===== config.mk =====
export PLATFORM = sky130hd
export DESIGN_NAME = rwr_div
export DESIGN_NICKNAME = d
export VERILOG_FILES = /design/src/hw/rtl/rwr_pkg.sv /design/src/hw/rtl/rwr_div.sv
export VERILOG_INCLUDE_DIRS = /design/src /design/src/hw/rtl
export SDC_FILE = /design/constraint.sdc
export NUM_CORES = 1
export LEC_CHECK = 0
export BUFFER_PORTS_ARGS = -buffer_cell sky130_fd_sc_hd__buf_2
export CAP_MARGIN = 20
export CORE_MARGIN = 2
export CORE_UTILIZATION = 25
export CTS_BUF_LIST = sky130_fd_sc_hd__clkbuf_4 sky130_fd_sc_hd__clkbuf_8 sky130_fd_sc_hd__clkbuf_16
export DETAILED_ROUTE_END_ITERATION = 8
export PLACE_DENSITY = 0.5
export RECOVER_POWER = 100
export SYNTH_ARGS = -nofsm -noshare
export SYNTH_HDL_FRONTEND = slang
export SYNTH_SLANG_ARGS = --single-unit

===== constraint.sdc =====
create_clock -name clk -period 6.7 [get_ports clk]
set_input_delay 0.335 -clock clk [delete_from_list [all_inputs] [get_ports clk]]
set_output_delay 0.335 -clock clk [all_outputs]
set_load 0.01 [all_outputs]

===== src/hw/rtl/assert_macros.svh =====
// Assertion helpers shared by the RTL. Each expects clk and rst_n in scope.
`ifndef ASSERT_MACROS_SVH
`define ASSERT_MACROS_SVH

// Same-cycle implication, disabled while reset is held.
`define RWR_ASSERT_IMP(label, ante, cons) \
  label: assert property (@(posedge clk) disable iff (!rst_n) (ante) |-> (cons)) \
    else $error("assertion failed: same-cycle implication");

// Next-cycle implication, disabled while reset is held.
`define RWR_ASSERT_NXT(label, ante, cons) \
  label: assert property (@(posedge clk) disable iff (!rst_n) (ante) |=> (cons)) \
    else $error("assertion failed: next-cycle implication");

`endif


===== src/hw/rtl/rwr_pkg.sv =====
package rwr_pkg;

  // fixed field and datapath widths
  localparam int CoordW = 8;
  localparam int DimW   = 9;
  localparam int ProdW  = 18;
  localparam int NumW   = 19;
  localparam int DenW   = 10;
  localparam int QuoW   = 9;
  localparam int PixW   = 24;

  // register indexes on the config port
  localparam logic CFG_WIDTH  = 1'b0;
  localparam logic CFG_HEIGHT = 1'b1;

  typedef enum logic {
    OP_STORE = 1'b0,
    OP_FETCH = 1'b1
  } op_t;

  // one item as it travels down the pipeline
  typedef struct packed {
    op_t               op;
    logic              in_frame;
    logic [CoordW-1:0] row;
    logic [CoordW-1:0] col;
    logic [PixW-1:0]   pix;
  } item_t;

  // front end to divider
  typedef struct packed {
    item_t             item;
    logic [NumW-1:0]   num;
    logic [DenW-1:0]   den;
    logic [DimW-1:0]   h;
  } front_t;

  // divider to frame store
  typedef struct packed {
    item_t             item;
    logic [DimW-1:0]   src;
  } warp_t;

endpackage


===== src/hw/rtl/rwr_div.sv =====
`include "assert_macros.svh"

module rwr_div (
  input  logic             clk,
  input  logic             rst_n,
  input  logic             in_valid,
  output logic             in_ready,
  input  rwr_pkg::front_t  in_data,
  output logic             out_valid,
  input  logic             out_ready,
  output rwr_pkg::warp_t   out_data
);
  import rwr_pkg::*;

  localparam int Steps = QuoW;

  typedef struct packed {
    item_t           item;
    logic [NumW-1:0] rem;
    logic [DenW-1:0] den;
    logic [DimW-1:0] h;
    logic [QuoW-1:0] quo;
  } div_t;

  logic [Steps-1:0] v_r;
  div_t             st_r  [Steps];
  div_t             src_s [Steps];
  div_t             nxt_s [Steps];
  logic [NumW-1:0]  dsh   [Steps];
  logic [Steps-1:0] src_v;
  logic [Steps:0]   rdy;
  logic             rnd_v_r;
  warp_t            rnd_r;

  // ready ripples back through the stages
  assign rdy[Steps] = !rnd_v_r || out_ready;
  assign in_ready   = rdy[0];

  // restoring divider, one quotient bit per stage, msb first
  for (genvar k = 0; k < Steps; k++) begin : g_stage
    localparam int Sh = Steps - 1 - k;

    if (k == 0) begin : g_first
      assign src_s[k] = '{item: in_data.item, rem: in_data.num, den: in_data.den,
                          h: in_data.h, quo: '0};
      assign src_v[k] = in_valid;
    end else begin : g_next
      assign src_s[k] = st_r[k-1];
      assign src_v[k] = v_r[k-1];
    end

    assign rdy[k] = !v_r[k] || rdy[k+1];
    assign dsh[k] = {{(NumW-DenW){1'b0}}, src_s[k].den} << Sh;

    always_comb begin
      nxt_s[k] = src_s[k];
      if (src_s[k].rem >= dsh[k]) begin
        nxt_s[k].rem     = src_s[k].rem - dsh[k];
        nxt_s[k].quo[Sh] = 1'b1;
      end
    end
  end

  always_ff @(posedge clk) begin
    if (!rst_n) begin
      v_r <= '0;
    end else begin
      for (int k = 0; k < Steps; k++) begin
        if (rdy[k]) v_r[k] <= src_v[k];
      end
    end
  end

  always_ff @(posedge clk) begin
    for (int k = 0; k < Steps; k++) begin
      if (rdy[k]) st_r[k] <= nxt_s[k];
    end
  end

  // nearest row: round up past half, never beyond the last row
  div_t            last;
  logic [DenW-1:0] rmd;
  logic [DenW-1:0] q_inc;
  logic            up_c;
  logic [DimW-1:0] src_c;

  assign last  = st_r[Steps-1];
  assign rmd   = last.rem[DenW-1:0];
  assign q_inc = {1'b0, last.quo} + 10'd1;
  assign up_c  = ({rmd, 1'b0} > {1'b0, last.den}) && (q_inc < {1'b0, last.h});
  assign src_c = up_c ? q_inc[DimW-1:0] : last.quo;

  always_ff @(posedge clk) begin
    if (!rst_n) begin
      rnd_v_r <= 1'b0;
    end else if (rdy[Steps]) begin
      rnd_v_r <= v_r[Steps-1];
    end
  end

  always_ff @(posedge clk) begin
    if (rdy[Steps]) begin
      rnd_r <= '{item: last.item, src: src_c};
    end
  end

  assign out_valid = rnd_v_r;
  assign out_data  = rnd_r;

  // an in-frame item always maps to a row inside the frame
  `RWR_ASSERT_NXT(a_src_in_frame, rdy[Steps] && v_r[Steps-1] && last.item.in_frame,
                  rnd_r.src < $past(last.h))

endmodule


==> reports/results.ini, run 1 <==
[routing]
drc=0
wl_um=58500
dr.pass1.iters=5
dr_total_vias=15500
via_per_inst=4.05
drtAntennaViolNets=0
first_iter_violations=988
routedWlPerCell_um=15.2

[synth]
synth_top_flop_cell=edfxtp_1
yosys.area.top_type=edfxtp_1
syn_inst=1837
syn_avg_cell_area_um2=17.0
ys_types=74
synth.area.top_cells=edfxtp_1 77%, ha_1 4.3%, inv_1 1.8%
synth_area_mm2=0.0313
yosys.area.top_type_share_pct=77.5
yosysSeqAreaShare_pct=78.1
synth_edf_count=807
synthArstFlopShare_pct=0
synth_fp_nets=2038
synth_seq_cells=817
yosysWarnings=0

[cells_and_area]
area_growth_pct=20.0
nFillCells=12200
final_layout_size_suffix_gt1_share_pct=11.0
ff_latch_area_mm2=0.0244
multi_input_area_mm2=0.00615
finalNetCount=2334
stdcell_count=3839
num_antenna_cells=0

[run]
max-cap-violations=11

[critical_path]
r2r_setup_slack_ps=1860
path_buf_inv=4
reg2reg_from=out_valid$_SDFFE_PN0P_
crit_start=out_valid$_SDFFE_PN0P_
required_ps=6360
crit_type=flip-flop to output pin
reg2reg_to=st_r[0][583]$_DFFE_PP_
critPathArrivalTime_ps=4590
crit_end=in_ready
crit_fanout=74
path_cells=nor2b_1, clkinv_1, buf_4, nor2_1, and2_0, and3_1, nand3_1, clkbuf_2, clkbuf_1
critPathLaunchType=flip-flop
cp.depth=9
critPathMaxStageDelay_ps=1420
ff2ff_path_depth=4
end_kind=output pin
critPathTopFamily=buffers and inverters
worst_path_max_delay_cell=clkbuf_2

[grt]
grt.total_usage_pct=9.22
grt_pass1_vias=16000
gr-total-overflow=0
grt_max_degree=75
grt_first_pass_wirelength_um=91400
antenna_found_initial=4

[power]
p_comb_share_pct=18.8
power.share.clock_pct=33.3
power_density_mw_per_mm2=384
power.total_mw=14.4
p_leak_nw=14.1
p_sw_mw=3.76
p_seq_share_pct=47.9
sw_frac_of_total_pct=26.2
intPower_mw=10.6
max-vdd-ir-drop_mv=0.171

[timing]
min_period_ps=4930
slew_viol_final=628
hold_violations=0
finalSetupViolCount=0
worst_slew_pin_slew_ps=4330
period_share_pct=73.5
worst_clock_skew_ps=35.7
tns_ps=0
slew_headroom_pct=-188
rsz0062_at_grt=no
layout_setup_ws_ps=1770
clock.fmax_mhz=203

[floorplan]
io_pins=137
start_util_pct=25.2
die_h_um=358
dieWidth_um=358
rows=129
core_mm2=0.124
dieArea_mm2=0.128

[clocking]
cts.sinks=817
cts_tree=built
cts_buffers=86
htreeDepth=3
cts_setup_buffers=0
clockRootBuffer=clkbuf_16
cts_hold_buf=78
clk-insertion-delay-late_ps=650
cts_max_path_buffers=3
clkSlewWorstSetupHoldPaths_ps=60
cts_resized=0

[place]
dp_slack_ps=2990
hpwl_um=40800
placedCellCount=3603
gp_congestion=0.856
port_buffers=136

[outcome]
outcome=complete, but fails checks
violations=max-capacitance violations, max-slew violations

[hold_path]
hold_class=input pin to flip-flop

worst min-delay path by stage:
stage / from / to / slack, ps / cells after the start
detailed placement: st_r[0][773]$_DFFE_PP_ / out_data[23]$_DFFE_PP_ / 400 / 0
global route: in_data[31] / st_r[0][40]$_DFFE_PP_ / 40 / 2
finish: in_data[31] / st_r[0][40]$_DFFE_PP_ / 60 / 2
floorplan: st_r[0][760]$_DFFE_PP_ / out_data[10]$_DFFE_PP_ / 400 / 0
CTS: in_data[31] / st_r[0][40]$_DFFE_PP_ / 0.2 / 2
global placement: st_r[0][442]$_DFFE_PP_ / st_r[0][531]$_DFFE_PP_ / 400 / 0
final cells by class:
type / instances / area share [%]
Inverter: 149 / 1.50
Timing Repair Buffer: 226 / 3.78
Clock buffer: 112 / 6.38
Tap cell: 1637 / 5.46
Clock inverter: 45 / 1.36
Sequential cell: 817 / 65.1
Multi-Input combinational cell: 853 / 16.4
worst register-to-register path, cell delays in order, from the launching register on:
cell and delay (ps):
dfxtp_1 310, nor2b_1 170, and3_1 240, nand2_1 460, clkbuf_1 3070
routing by layer:
| layer | routed length, um | track usage [%] | up-vias |
|---|---|---|---|
| met1 | 27100 | 12.2 | 7584 |
| li1 | - | - | 7551 |
| met5 | 11 | 0 | - |
| met2 | 27800 | 15.0 | 305 |
| met4 | 1290 | 3.01 | 2 |
| met3 | 2320 | 2.04 | 91 |
cell usage after synthesis, types with 4 or more instances:
| master | n |
|---|---|
| a211o_1 | 4 |
| a211oi_1 | 5 |
| a21boi_0 | 9 |
| a21o_1 | 29 |
| a21oi_1 | 89 |
| a31oi_1 | 6 |
| and3_1 | 6 |
| buf_2 | 6 |
| clkbuf_1 | 9 |
| dfxtp_1 | 10 |
| edfxtp_1 | 807 |
| fa_1 | 9 |
| ha_1 | 108 |
| inv_1 | 149 |
| mux2_2 | 30 |
| mux2i_1 | 8 |
| nand2_1 | 68 |
| nand2b_1 | 9 |
| nand3_1 | 22 |
| nand4_1 | 14 |
| nand4b_1 | 8 |
| nor2_1 | 92 |
| nor2b_1 | 23 |
| nor3_1 | 31 |
| nor4_1 | 19 |
| o21a_1 | 24 |
| o21ai_0 | 60 |
| o21bai_1 | 5 |
| or2_2 | 4 |
| or3_1 | 8 |
| or4_1 | 6 |
| xnor2_1 | 54 |
| xor2_1 | 44 |
power groups by stage:
stage / clock [mW] / sequential [mW] / combinational (mW)
final: 4.80 / 6.89 / 2.71
after global routing: 5.17 / 6.96 / 3.05
after CTS: 4.96 / 6.90 / 2.75
after detailed placement: 0 / 7.00 / 2.70
after global placement: 0 / 6.98 / 2.63
after floorplan: 0 / 6.83 / 2.05
stage by stage:
step	hold slack [ps]	instance area (um2)	util, %
final	61.6	37500	30.3
after global routing	39.7	37500	30.3
after CTS	0.163	37700	30.4
after detailed placement	405	34100	27.5
after global placement	400	34100	27.5
after floorplan	400	31300	-
registers in the layout, indices dropped and copies added (netlist names):
name       count
out_valid      1
out_data      51
st_r         756
v_r            9
cells by family after synthesis:
family / Yosys count / synth area share, %
DFF: 817 / 78.1
and+or+nand+nor: 332 / 5.43
AOI/OAI and AO/OA: 268 / 5.39
buffers and inverters: 167 / 2.08
adders and majority gates: 117 / 4.90
xor gates and xnor gates: 98 / 2.74
muxes: 38 / 1.34
cell usage in the layout, fill, tap and decap left out, types with 23 or more instances in the layout:
master         netlist  layout
edfxtp_1           807     807
inv_1              149     144
ha_1               108     108
nor2_1              92      92
a21oi_1             89      89
clkbuf_16            0      88
clkbuf_1             9      84
dlygate4sd3_1        0      78
nand2_1             68      68
o21ai_0             60      63
buf_2                6      57
xnor2_1             54      54
xor2_1              44      44
nor3_1              31      31
a21o_1              29      29
o21a_1              24      24
nor2b_1             23      23
Power figures use the tool's default switching activity.
==> run 2, diff against run 1 <==
- PLACE_DENSITY: 0.5 -> 0.51
- clock period: 6.7 -> 3.99 ns (I/O delays scaled with it)
==> run 2 against run 1 <==
  * The flow still finishes with violations (max-capacitance violations, max-slew violations)
  * Clock skew down 20 ps
  * First-iteration DRC count down 12%
  * Via count down 0.40%
  * Global-route usage about the same
  * Clock power up 61%
  * Power up 65%
  * Highest routed layer is now met4
  * Die area unchanged
  * Final cell count up 0.23%
==> reports/results.ini, run 2 (synthesis gave the netlist of run 1 again) <==
[timing]
period_share_pct=85.7
min_period_ps=3420
slew_headroom_pct=-33.9
slew_viol_final=160
worst_slew_pin_slew_ps=2000
hold_violations=0
clock.fmax_mhz=292
tns_ps=0
worst_clock_skew_ps=15.7
rsz0062_at_grt=no
finalSetupViolCount=0

[critical_path]
required_ps=4260
critPathLaunchType=flip-flop
crit_fanout=65
end_kind=flip-flop
crit_type=flip-flop to flip-flop
critPathArrivalTime_ps=3690
r2r_setup_slack_ps=570

[routing]
drtAntennaViolNets=0
wl_met3_um=2080
dr.max_layer_used=met4
first_iter_violations=870
wl_met2_um=28000
dr_total_vias=15500
via_per_inst=4.02
drc=0
dr.pass1.iters=5
wl_met1_um=26900
wl_um=59000
routedWlPerCell_um=15.3

[cells_and_area]
final_area_mm2=0.0375
max_flop_register=st_r
nFillCells=12200
area_growth_pct=19.9
layout_common_cells=807 x edfxtp_1, 144 x inv_1, 108 x ha_1, 96 x clkbuf_1, 92 x nor2_1
largest_reg_flops=756
final_common_cell=edfxtp_1
final_layout_size_suffix_gt1_share_pct=10.9
finalNetCount=2346
stdcell_count=3848

[floorplan]
die_h_um=358
core_mm2=0.124
start_util_pct=25.2
dieWidth_um=358
io_pins=137
rows=129
dieArea_mm2=0.128

[run]
max-cap-violations=3

[grt]
gr-total-overflow=0
antenna_found_initial=7
grt_first_pass_wirelength_um=92100
grt_max_degree=84
grt.total_usage_pct=9.27
grt_pass1_vias=16300

[place]
placedCellCount=3609
port_buffers=136
gp_congestion=0.867
dpl_cell_area_mm2=0.0341
hpwl_um=40900

[power]
p_leak_nw=14.0
max-vdd-ir-drop_mv=0.308
power_density_mw_per_mm2=634

[clocking]
cts_resized=0
clkSlewWorstSetupHoldPaths_ps=60
cts_setup_buffers=0
cts_max_path_buffers=3
htreeDepth=3
cts.sinks=817
cts_hold_buf=83
clk-insertion-delay-late_ps=630
clockRootBuffer=clkbuf_16
cts_tree=built
cts_buffers=86

[hold_path]
hold_class=input pin to flip-flop

[outcome]
outcome=complete, but fails checks
violations=max-capacitance violations, max-slew violations

-- run 2: changes by cell type in the layout (fill, tap and decap cells not counted), sizes merged --
cell / previous run / this run
diode: 0 / 1
dlygate4sd3: 78 / 83
clkinv: 28 / 36
clkinvlp: 7 / 6
buf: 58 / 53
bufinv: 10 / 6
clkbuf: 202 / 207
-- run 2: final cells by class --
cell class / instances / area, um2 / share of cell area, %
diodes: 1 / 2.50 / 0.00667
clock inverters: 48 / 434 / 1.16
repair buffers: 238 / 1520 / 4.06
multi-input cells: 853 / 6200 / 16.5
inverters: 149 / 567 / 1.51
well taps: 1637 / 2050 / 5.46
flip-flops and latches: 817 / 24400 / 65.1
clock buffers: 105 / 2310 / 6.16
-- run 2: through the flow --
stage	power, mW	hold WS [ps]	setup slack (ps)	utilization (%)
floorplan	14.9	298	-87.8	-
global placement	16.1	378	884	27.5
detailed placement	16.2	378	857	27.5
CTS	24.1	37.1	408	30.4
global route	25.1	49.3	298	30.3
finish	23.8	91.2	569	30.3
-- run 2: power by group --
| part | internal, mW | total [mW] | switching [mW] |
|---|---|---|---|
| logic | 2.05 | 4.53 | 2.48 |
| registers | 10.9 | 11.6 | 0.655 |
| clock network | 4.52 | 7.72 | 3.20 |
-- run 2: routing by layer --
metal  track usage, %  vias up
met4             3.94        0
met3             1.64      128
li1                 -     7555
met2             15.2      302
met5                0        -
met1             12.0     7486
-- run 2: final timing paths --
check | from | endpoint | cells after the start
min reg2reg | st_r[0][494]$_DFFE_PP_ | st_r[0][583]$_DFFE_PP_ | 0
max | out_valid$_SDFFE_PN0P_ | st_r[0][97]$_DFFE_PP_ | 7
min | in_data[37] | st_r[0][46]$_DFFE_PP_ | 4
max reg2reg | out_valid$_SDFFE_PN0P_ | st_r[0][97]$_DFFE_PP_ | 7
-- run 2: critical path: stages, from the launching register on --
cell	delay (ps)
dfxtp_1	330
nor2b_1	300
clkinv_1	150
nor2_1	250
and2_0	400
and3_1	400
nand2_1	620
buf_6	470
