**config.mk**
```make
export PLATFORM = sky130hd
export DESIGN_NAME = rwr_front
export DESIGN_NICKNAME = d
export VERILOG_FILES = /design/src/hw/rtl/rwr_pkg.sv /design/src/hw/rtl/rwr_front.sv
export VERILOG_INCLUDE_DIRS = /design/src /design/src/hw/rtl
export SDC_FILE = /design/constraint.sdc
export NUM_CORES = 1
export LEC_CHECK = 0
export ABC_CLOCK_PERIOD_IN_PS = 4500
export BUFFER_PORTS_ARGS = -buffer_cell sky130_fd_sc_hd__buf_2
export CORE_ASPECT_RATIO = 1.2
export CORE_MARGIN = 2
export CORE_UTILIZATION = 48
export DETAILED_ROUTE_END_ITERATION = 10
export PLACE_DENSITY = 0.7
export REMOVE_ABC_BUFFERS = 1
export SLEW_MARGIN = 20
export SYNTH_ARGS = -nofsm -noshare
export SYNTH_HDL_FRONTEND = slang
export SYNTH_SLANG_ARGS = --single-unit
export TNS_END_PERCENT = 30
```
**constraint.sdc**
```tcl
create_clock -name clk -period 4.5 [get_ports clk]
set_clock_uncertainty 0.15 [all_clocks]
set_input_delay 0.675 -clock clk [delete_from_list [all_inputs] [get_ports clk]]
set_output_delay 0.675 -clock clk [all_outputs]
set_load 0.05 [all_outputs]
```
**src/hw/rtl/assert_macros.svh**
```systemverilog
// Assertion helpers shared by the RTL. Each expects clk and rst_n in scope.
`ifndef ASSERT_MACROS_SVH
`define ASSERT_MACROS_SVH

// Same-cycle implication, disabled while reset is held.
`define RWR_ASSERT_IMP(label, ante, cons) \
  label: assert property (@(posedge clk) disable iff (!rst_n) (ante) |-> (cons)) \
    else $error("assertion failed: same-cycle implication");

// Next-cycle implication, disabled while reset is held.
`define RWR_ASSERT_NXT(label, ante, cons) \
  label: assert property (@(posedge clk) disable iff (!rst_n) (ante) |=> (cons)) \
    else $error("assertion failed: next-cycle implication");

`endif

```
**src/hw/rtl/rwr_pkg.sv**
```systemverilog
package rwr_pkg;

  // fixed field and datapath widths
  localparam int CoordW = 8;
  localparam int DimW   = 9;
  localparam int ProdW  = 18;
  localparam int NumW   = 19;
  localparam int DenW   = 10;
  localparam int QuoW   = 9;
  localparam int PixW   = 24;

  // register indexes on the config port
  localparam logic CFG_WIDTH  = 1'b0;
  localparam logic CFG_HEIGHT = 1'b1;

  typedef enum logic {
    OP_STORE = 1'b0,
    OP_FETCH = 1'b1
  } op_t;

  // one item as it travels down the pipeline
  typedef struct packed {
    op_t               op;
    logic              in_frame;
    logic [CoordW-1:0] row;
    logic [CoordW-1:0] col;
    logic [PixW-1:0]   pix;
  } item_t;

  // front end to divider
  typedef struct packed {
    item_t             item;
    logic [NumW-1:0]   num;
    logic [DenW-1:0]   den;
    logic [DimW-1:0]   h;
  } front_t;

  // divider to frame store
  typedef struct packed {
    item_t             item;
    logic [DimW-1:0]   src;
  } warp_t;

endpackage

```
**src/hw/rtl/rwr_front.sv**
```systemverilog
`include "assert_macros.svh"

module rwr_front #(
  parameter int MAX_DIM = 256
) (
  input  logic                        clk,
  input  logic                        rst_n,
  input  logic                        cfg_we,
  input  logic                        cfg_addr,
  input  logic [rwr_pkg::DimW-1:0]    cfg_wdata,
  input  logic                        in_valid,
  output logic                        in_ready,
  input  rwr_pkg::op_t                in_op,
  input  logic [rwr_pkg::CoordW-1:0]  in_row,
  input  logic [rwr_pkg::CoordW-1:0]  in_col,
  input  logic [rwr_pkg::PixW-1:0]    in_pix,
  output logic                        out_valid,
  input  logic                        out_ready,
  output rwr_pkg::front_t             out_data
);
  import rwr_pkg::*;

  localparam logic [10:0] MaxDimL = 11'(MAX_DIM);

  function automatic logic [DimW-1:0] clamp_dim(input logic [DimW-1:0] v);
    if ({2'b00, v} > MaxDimL) begin
      clamp_dim = DimW'(MAX_DIM);
    end else begin
      clamp_dim = v;
    end
  endfunction

  logic [DimW-1:0] width_r, height_r;

  // frame size, kept already clamped
  always_ff @(posedge clk) begin
    if (!rst_n) begin
      width_r  <= clamp_dim(9'd256);
      height_r <= clamp_dim(9'd256);
    end else if (cfg_we) begin
      case (cfg_addr)
        CFG_WIDTH:  width_r  <= clamp_dim(cfg_wdata);
        CFG_HEIGHT: height_r <= clamp_dim(cfg_wdata);
        default: ;
      endcase
    end
  end

  // elastic stage control
  logic s1_v_r, s2_v_r, s3_v_r;
  logic rdy1, rdy2, rdy3;

  assign rdy3     = !s3_v_r || out_ready;
  assign rdy2     = !s2_v_r || rdy3;
  assign rdy1     = !s1_v_r || rdy2;
  assign in_ready = rdy1;

  always_ff @(posedge clk) begin
    if (!rst_n) begin
      s1_v_r <= 1'b0;
      s2_v_r <= 1'b0;
      s3_v_r <= 1'b0;
    end else begin
      if (rdy1) s1_v_r <= in_valid;
      if (rdy2) s2_v_r <= s1_v_r;
      if (rdy3) s3_v_r <= s2_v_r;
    end
  end

  // stage 1: range check and |2*row - h|
  logic [DimW-1:0] two_row;
  logic            neg_c;
  logic [DimW-1:0] ad_c;
  logic            inside_c;

  assign two_row  = {in_row, 1'b0};
  assign neg_c    = two_row < height_r;
  assign ad_c     = neg_c ? (height_r - two_row) : (two_row - height_r);
  assign inside_c = ({1'b0, in_row} < height_r) && ({1'b0, in_col} < width_r);

  item_t           s1_item_r;
  logic [DimW-1:0] s1_ad_r, s1_h_r;
  logic            s1_neg_r;

  always_ff @(posedge clk) begin
    if (rdy1) begin
      s1_item_r <= '{op: in_op, in_frame: inside_c, row: in_row, col: in_col, pix: in_pix};
      s1_ad_r   <= ad_c;
      s1_h_r    <= height_r;
      s1_neg_r  <= neg_c;
    end
  end

  // stage 2: squares
  logic [ProdW-1:0] hh_c, dd_c;
  assign hh_c = ProdW'(s1_h_r) * ProdW'(s1_h_r);
  assign dd_c = ProdW'(s1_ad_r) * ProdW'(s1_ad_r);

  item_t            s2_item_r;
  logic [ProdW-1:0] s2_hh_r, s2_dd_r;
  logic [DimW-1:0]  s2_h_r;
  logic             s2_neg_r;

  always_ff @(posedge clk) begin
    if (rdy2) begin
      s2_item_r <= s1_item_r;
      s2_hh_r   <= hh_c;
      s2_dd_r   <= dd_c;
      s2_h_r    <= s1_h_r;
      s2_neg_r  <= s1_neg_r;
    end
  end

  // stage 3: numerator and denominator
  logic [NumW-1:0] num_c;
  assign num_c = s2_neg_r ? ({1'b0, s2_hh_r} - {1'b0, s2_dd_r})
                          : ({1'b0, s2_hh_r} + {1'b0, s2_dd_r});

  front_t s3_r;

  always_ff @(posedge clk) begin
    if (rdy3) begin
      s3_r <= '{item: s2_item_r, num: num_c, den: {s2_h_r, 1'b0}, h: s2_h_r};
    end
  end

  assign out_valid = s3_v_r;
  assign out_data  = s3_r;

  // a blocked first stage keeps its item
  `RWR_ASSERT_NXT(a_s1_hold, s1_v_r && !rdy2, s1_v_r && $stable(s1_item_r))

endmodule

```
==> results of run 1 <==
## worst paths after layout
check                                    from       endpoint  cells past startpoint
worst max register to register     s1_ad_r[1]    s2_dd_r[17]                     18
worst min-delay path               in_pix[12]  s1_item_r[12]                      1
worst max-delay path               s1_ad_r[1]    s2_dd_r[17]                     18
worst min register to register  s1_item_r[25]  s2_item_r[25]                      0
## stage by stage
step	cell area [µm²]	total power, mW
final	16740	9.858
after global routing	16740	10.61
after CTS	16200	9.448
after detailed placement	15380	7.528
after global placement	15380	7.417
after floorplan	13670	6.425
## registers in the layout, summed over array words and instances (netlist names)
register and flops:
s1_neg_r 1, s1_ad_r 9, s2_dd_r 16, s2_neg_r 1, s1_item_r 42, s1_h_r 8, s1_v_r 1, out_valid 1
width_r 9, s2_hh_r 17, s2_v_r 1, height_r 9, out_data 69, s2_item_r 42, s2_h_r 8
## timing repair
action,in CTS,in global routing
gates cloned,0,1
resized for setup,13,83
endpoints found under the setup margin,13,15
buffers inserted,4,23
pin swaps,23,61
hold buffers,0,0
## worst reg2reg max path, cell delays in order (launching register included)
cell      delay, ns
edfxtp_1       0.38
buf_4          0.12
and2_4         0.14
inv_2          0.04
fa_1           0.51
inv_1          0.05
fa_1           0.47
inv_1          0.05
fa_1           0.46
fa_1           0.57
inv_2          0.05
ha_4           0.27
nand2_2        0.04
o211ai_1       0.19
buf_4          0.18
o221ai_4       0.12
o22a_1         0.23
o211ai_1       0.20
xnor2_1        0.09
## per-layer routing
metal | track usage (%) | routed length, µm | vias to the layer above
met5 | 0 | 0 | -
met2 | 31.82 | 13620 | 163
met4 | 6.119 | 883 | 0
li1 | - | - | 4406
met1 | 19.35 | 10430 | 4203
met3 | 2.027 | 835 | 54
## cell families (layout without fill, tap and decap cells)
| kind of cell | Yosys count | after routing |
|---|---|---|
| compound gates | 193 | 193 |
| xor+xnor | 71 | 71 |
| fa+ha+maj | 186 | 186 |
| buf+inv | 216 | 454 |
| flops | 234 | 234 |
| mux | 8 | 8 |
| other cells | 1 | 3 |
| simple gates | 250 | 250 |
## cells in the final DEF (no fill, tap or decap), types with 7 or more instances in the layout
master	Yosys	final
dfxtp_1	21	21
a21oi_2	2	7
nand3b_1	9	9
fa_1	70	64
and2_1	41	33
nor2b_1	26	24
nor2_1	35	29
a21oi_1	61	56
nand2_2	0	9
xor2_1	18	17
buf_2	0	135
inv_1	181	168
inv_2	0	13
nand2b_1	13	13
nand2_1	68	56
o211ai_1	7	7
xnor2_1	53	52
nor3_1	14	13
and2_4	0	8
o21a_1	17	17
ha_4	0	14
buf_4	12	87
nand3_1	14	13
clkbuf_16	0	24
edfxtp_1	213	213
ha_1	116	100
o22ai_1	9	7
mux2i_1	7	7
nor3b_1	11	11
clkinv_2	0	7
a21boi_0	12	12
a21o_1	17	17
o21ai_0	27	24
buf_6	1	7
## layout make-up
type                       instances  area (µm²)  area share [%]
timing repair buffer             231        1453           8.680
clock inverter                    14       130.1          0.7775
tap                              385       481.7           2.878
inverter                         181       679.4           4.060
clock buffer                      28       594.3           3.551
multi-input combinational        710        6579           39.31
sequential                       234        6817           40.73
antenna                            1       2.502         0.01495
## where the power goes
group	switching, mW	total, mW	internal, mW
sequential	0.135	2.98	2.84
clock	0.780	1.84	1.06
combinational	2.80	5.04	2.24
total	3.72	9.86	6.14
==> metrics.txt, run 1 <==
Top delay family on crit path=adder cells; fill count=around 2300; FF+latch count, synth=between 200 and 250; Final Max Slew Viols=0; Buffers on Ports=~140; Static Leak=7.546 nW; DR DRC count=0; placed insts=1716; CTS tree=yes; synthesized area per cell=11.95 µm²; vias in the first global route=8838; Compound-Gate Fraction of Synth Area=9.118%; violated checks=setup timing; maxcap violations=0; CTS root buf=clkbuf_16; CP arrival=4.66 ns; Main synth FF type=edfxtp_1; adder-cell share of the synthesized area=about a fifth; Die Area=~30000 µm²; sequential fraction of the synthesis area=49.23%; critical path, cell by cell=buf_4 > and2_4 > inv_2 > fa_1 > inv_1 > fa_1 > inv_1 > fa_1 > fa_1 > inv_2 > ha_4 > nand2_2 > o211ai_1 > buf_4 > o221ai_4 > o22a_1 > o211ai_1 > xnor2_1; worst reg-to-reg setup slack=-0.04 ns; Detail Placement HPWL=19170 µm; Detail Route Antenna Nets=0; largest stage delay on the critical path=~0.57 ns; Final Hold Viols=0; core area=around 29000 µm²; synthesized area=about 14000 µm²; yosys warns=0; Netlist cell types=66; period utilization=100.8%; slowest stage cell, crit path=fa_1; FFs w/ async S/R, synth=0%; nets@finish=1623; WHS=around 0.18 ns; xor/xnor share of the synthesized area=4.491%; Crit. End Element=flip-flop; largest net degree at the start of global routing=62; Core Rows=between 60 and 70; Pre-antenna DRT Iters=4; pre-CTS WS=-0.1544 ns; Worst EP required=around 4.6 ns; type of the tightest min-delay check=in -> reg; first-pass GRT wire length=approximately 42000 µm; number of synthesized flops with an enable pin=213; Peak supply drop=approximately 570 µV; initial DRC count=406; clock sink count=around 230; grt total ovfl=0; final setup vio count=1; largest family of logic cells by synthesized area=adder cells; Worst path most repeated cell=fa_1; largest cells by area after synthesis=edfxtp_1 46%, ha_1 10%, fa_1 10%, inv_1 4.9%, xnor2_1 3.4%; vias per cell=4.947; H-tree levels=1; worst slew pin tran=0.8128 ns; clock buffer count from CTS=23; Yosys top cell area share=46.20%; routability cong.=0.8280; area grow syn2layout=20.88%; fmax=220.4 MHz; CTS Buffer Depth=3; initial antenna violation count=1; simple-gate area share of the yosys netlist=9.705%; PnR worst setup slack=-0.03657 ns; chip height=190.1 µm; wirelength, routed=25760 µm; count leader, synth=edfxtp_1; die width=159.0 µm; layout cells sized above 1=25.75%; Buf+Inv Stages, Crit Path=6; Tmin final=4.537 ns; Critical Path Fanout Max=4; Boundary Pins=138; drt wl/cell=14.44 µm; Setup CP Type=reg -> reg; initial core utilization=48.43%; Synth area leader=edfxtp_1; routed vias=8826; setup TNS=-0.03657 ns; Cell Pwr Density=approximately 590 nW/µm²; Critical Path Start Type=flip-flop; Mapped Cells=1159; outcome=finished, violations left; Skew-Pair Late Insertion Delay=0.52 ns; RSZ-0062 raised after global routing=true; final core utilization=between 50% and 60%; relative slew slack=45.82%; most frequent cells after synthesis=213 x edfxtp_1, 181 x inv_1, 116 x ha_1, 70 x fa_1, 68 x nand2_1; non-filler instance count after layout=between 1500 and 2000; Clock Pin Slew Worst Setup and Hold Paths=0.06 ns; Tot GR Track Use=16.75%; mux share of post-synthesis cell area=0.5874%
No activity file was read; power rests on OpenSTA's default activity.
==> run 2, diff against run 1 <==
--- a/config.mk
+++ b/config.mk
@@ -6,13 +6,14 @@
 export SDC_FILE = /design/constraint.sdc
 export NUM_CORES = 1
 export LEC_CHECK = 0
+export ABC_AREA = 1
 export ABC_CLOCK_PERIOD_IN_PS = 4500
 export BUFFER_PORTS_ARGS = -buffer_cell sky130_fd_sc_hd__buf_2
 export CORE_ASPECT_RATIO = 1.2
 export CORE_MARGIN = 2
 export CORE_UTILIZATION = 48
 export DETAILED_ROUTE_END_ITERATION = 10
-export PLACE_DENSITY = 0.7
+export PLACE_DENSITY = 0.69
 export REMOVE_ABC_BUFFERS = 1
 export SLEW_MARGIN = 20
 export SYNTH_ARGS = -nofsm -noshare
==> run 2 against run 1 <==
The flow now finishes without violations. Non-clock buffer count fell by 57. Sequential power up 4%. Hold slack worse by 0.024 ns. Synthesized area is 3.3% higher. Clock power increased by 14%. Via count rose by 9.3%. First-iteration DRC count increased by 8.6%. Power increased by 2.8%. Routed wire length is 3.6% higher. Cell count rose by 13%. Critical path depth decreased by 2. Critical endpoint is now s2_hh_r[17]. Largest power group unchanged.
==> metrics.txt, run 2 <==
clock buffer count from CTS=25 (+8.7%); Worst EP required=4.65 ns (+0.03 ns); core area=29440 µm² (+3.0%); die width=161.6 µm (+1.6%); area grow syn2layout=15.23%; sequential fraction of the synthesis area=47.68% (-1.6 points); Boundary Pins=138 (unchanged); Clock Pin Slew Worst Setup and Hold Paths=0.06 ns (about the same); largest net degree at the start of global routing=76 (+23%); Yosys top cell area share=44.74% (-1.5 points); FFs w/ async S/R, synth=0% (unchanged); CTS Buffer Depth=3 (unchanged); most frequent cells after synthesis=331 x nand2_1, 290 x inv_1, 213 x edfxtp_1, 116 x ha_1, 74 x a21oi_1; post-placement cell area=15390 µm² (about the same); grt total ovfl=0 (unchanged); nets@finish=1841 (+13%); period utilization=95.73% (-5.1 points); CP arrival=4.46 ns (-0.20 ns); xor/xnor share of the synthesized area=3.430% (-1.1 points); type of the tightest min-delay check=in -> reg; post-route cell area=16470 µm² (-1.6%); FF+latch count, synth=234 (unchanged); CTS root buf=clkbuf_16; CTS tree=yes; setup TNS=0 ns (+0.03657 ns); commonest non-fill, non-tap cell in the layout=nand2_1; yosys warns=0 (unchanged); first-pass GRT wire length=44260 µm (+6.1%); routability cong.=0.8589 (+3.7%); Crit. End Element=flip-flop; largest cells by area after synthesis=edfxtp_1 45%, ha_1 10%, fa_1 9.8%, nand2_1 8.7%, inv_1 7.6%; simple-gate area share of the yosys netlist=14.20% (+4.5 points); layout cells sized above 1=16.08% (-9.7 points); drt wl/cell=13.30 µm (-7.9%); combinational share of power=48.9% (-2.2 points); initial DRC count=441 (+8.6%); synthesized area=14300 µm² (+3.3%); Synth area leader=edfxtp_1; max reg flops=69 (unchanged); initial antenna violation count=0 (-1); Detail Route Antenna Nets=0 (unchanged); largest family of logic cells by synthesized area=adder cells; Critical Path Fanout Max=6 (+2); vias per cell=4.809 (-2.8%); count leader, synth=nand2_1; Compound-Gate Fraction of Synth Area=5.548% (-3.6 points); adder-cell share of the synthesized area=19.95% (-0.65 points); relative slew slack=34.81% (-11 points); vias in the first global route=9518 (+7.7%); initial core utilization=48.57% (+0.13 points); Detail Placement HPWL=20740 µm (+8.2%); mux share of post-synthesis cell area=0% (-0.59 points); Top delay family on crit path=adder cells; DR DRC count=0 (unchanged); most frequent cells in the layout=324 x nand2_1, 289 x inv_1, 213 x edfxtp_1; Static Leak=8.333 nW (+10%); Skew-Pair Late Insertion Delay=0.54 ns (+0.02 ns); Tmin final=4.308 ns (-0.2287 ns); Peak supply drop=452.0 µV (-21%); routed vias=9651 (+9.3%); Pre-antenna DRT Iters=5 (+1); switch share=40.86% (+3.1 points); Mapped Cells=1436 (+24%); Clock power frac=20.7% (+2.0 points); Main synth FF type=edfxtp_1; Critical Path Start Type=flip-flop; Buffers on Ports=135 (unchanged); outcome=completed; Setup CP Type=reg -> reg; Die Area=31190 µm² (+3.2%); # diodes=0 (-1); Core Rows=69 (+1.5%); final setup vio count=0 (-1); Buf+Inv Stages, Crit Path=4 (-2); maxcap violations=0 (unchanged); worst slew pin tran=0.9778 ns (+0.1651 ns); number of synthesized flops with an enable pin=213 (unchanged); largest stage delay on the critical path=0.54 ns (-0.03 ns); Final Max Slew Viols=0 (unchanged); sequential power share=30.4% (+0.2 points); chip height=193.1 µm (+1.6%); critical path, cell by cell=buf_4 > nand2_1 > inv_1 > fa_1 > fa_1 > fa_1 > inv_1 > fa_1 > inv_1 > ha_1 > a21oi_2 > o21ai_1 > a21oi_1 > nand2_1 > nand2_1 > nand2_1; synthesized area per cell=9.956 µm² (-17%); slowest stage cell, crit path=fa_1; NetSw=4.142 mW (+11%); Final Hold Viols=0 (unchanged); Internal Pwr Total=5.995 mW (-2.3%); wirelength, routed=26690 µm (+3.6%); fmax=232.1 MHz (+5.3%); clock sink count=234 (unchanged); Netlist cell types=42 (-36%); Cell Pwr Density=615.3 nW/µm² (+4.5%); Tot GR Track Use=17.61% (+0.86 points); H-tree levels=1 (unchanged)
run 2: cell count changes in the layout (fill, tap and decap cells not counted), sizes merged, moves of 36 or more:
cell,delta
and2,-39
nand2,+270
buf,-57
inv,+110
nor2,+43
nand3,+36
run 2: worst register-to-register path: stages (launching register included):
cell and delay [ns]:
edfxtp_1 0.48, buf_4 0.18, nand2_1 0.05, inv_1 0.07
fa_1 0.47, fa_1 0.51, fa_1 0.54, inv_1 0.05
fa_1 0.53, inv_1 0.04, ha_1 0.36, a21oi_2 0.18
o21ai_1 0.10, a21oi_1 0.18, nand2_1 0.07, nand2_1 0.06
nand2_1 0.04
run 2: final cells by class:
type | count | area [µm²]
Sequential cell | 234 | 6817
Clock buffer | 28 | 636.9
Clock inverter | 17 | 216.5
Fill cell | 2493 | 12960
Multi-Input combinational cell | 873 | 6257
Timing Repair Buffer | 174 | 965.9
Inverter | 291 | 1094
Tap cell | 390 | 488.0
run 2: what timing repair did:
item / CTS / global route
hold buffers: 0 / 0
endpoints found under the setup margin: 0 / 16
buffers inserted: 0 / 22
resized for setup: 0 / 24
run 2: path summary, 6_finish.rpt:
| path | start | slack, ns | cells after the start | to |
|---|---|---|---|---|
| worst max-delay path | s1_h_r[6] | 0.19 | 16 | s2_hh_r[17] |
| worst min-delay path | in_pix[8] | 0.16 | 1 | s1_item_r[8] |
| worst min register to register | s2_item_r[10] | 0.26 | 0 | out_data[48] |
| worst max register to register | s1_h_r[6] | 0.19 | 16 | s2_hh_r[17] |
run 2: cells by family (layout without fill, tap and decap cells):
| kind of cell | count (synthesis) | in the layout |
|---|---|---|
| AOI/OAI and AO/OA | 141 | 141 |
| xor gates and xnor gates | 56 | 56 |
| adders and majority gates | 186 | 186 |
| buffers and inverters | 330 | 510 |
| DFF | 234 | 234 |
| other | 1 | 2 |
| and+or+nand+nor | 488 | 488 |
run 2: stage by stage:
step | hold WS [ns] | util [%] | power (mW) | cells | setup WS, ns
after floorplan | 0.2503 | - | 6.943 | 1398 | -0.4235
after global placement | 0.2500 | 52.26 | 7.849 | 1940 | 0.09887
after detailed placement | 0.2545 | 52.26 | 7.942 | 1940 | 0.06695
after CTS | 0.1288 | 55.16 | 10.08 | 1985 | 0.06123
after global routing | 0.1294 | 55.96 | 11.09 | 2007 | -0.02579
final | 0.1560 | 55.96 | 10.14 | 2007 | 0.1921
run 2: metal layers:
layer	global-route usage (%)	up-vias	share of wire (%)
met5	0	-	0
li1	-	4907	-
met1	20.64	4492	41
met4	7.143	0	3.4
met2	32.77	195	51
met3	2.203	57	4.0
run 2: power by group through the flow:
stage	Sequential [mW]	Combinational (mW)	Clock [mW]
after global routing	3.11	5.75	2.23
after floorplan	3.53	3.41	0
after CTS	3.10	4.83	2.15
after detailed placement	3.14	4.80	0
after global placement	3.13	4.72	0
final	3.09	4.95	2.10
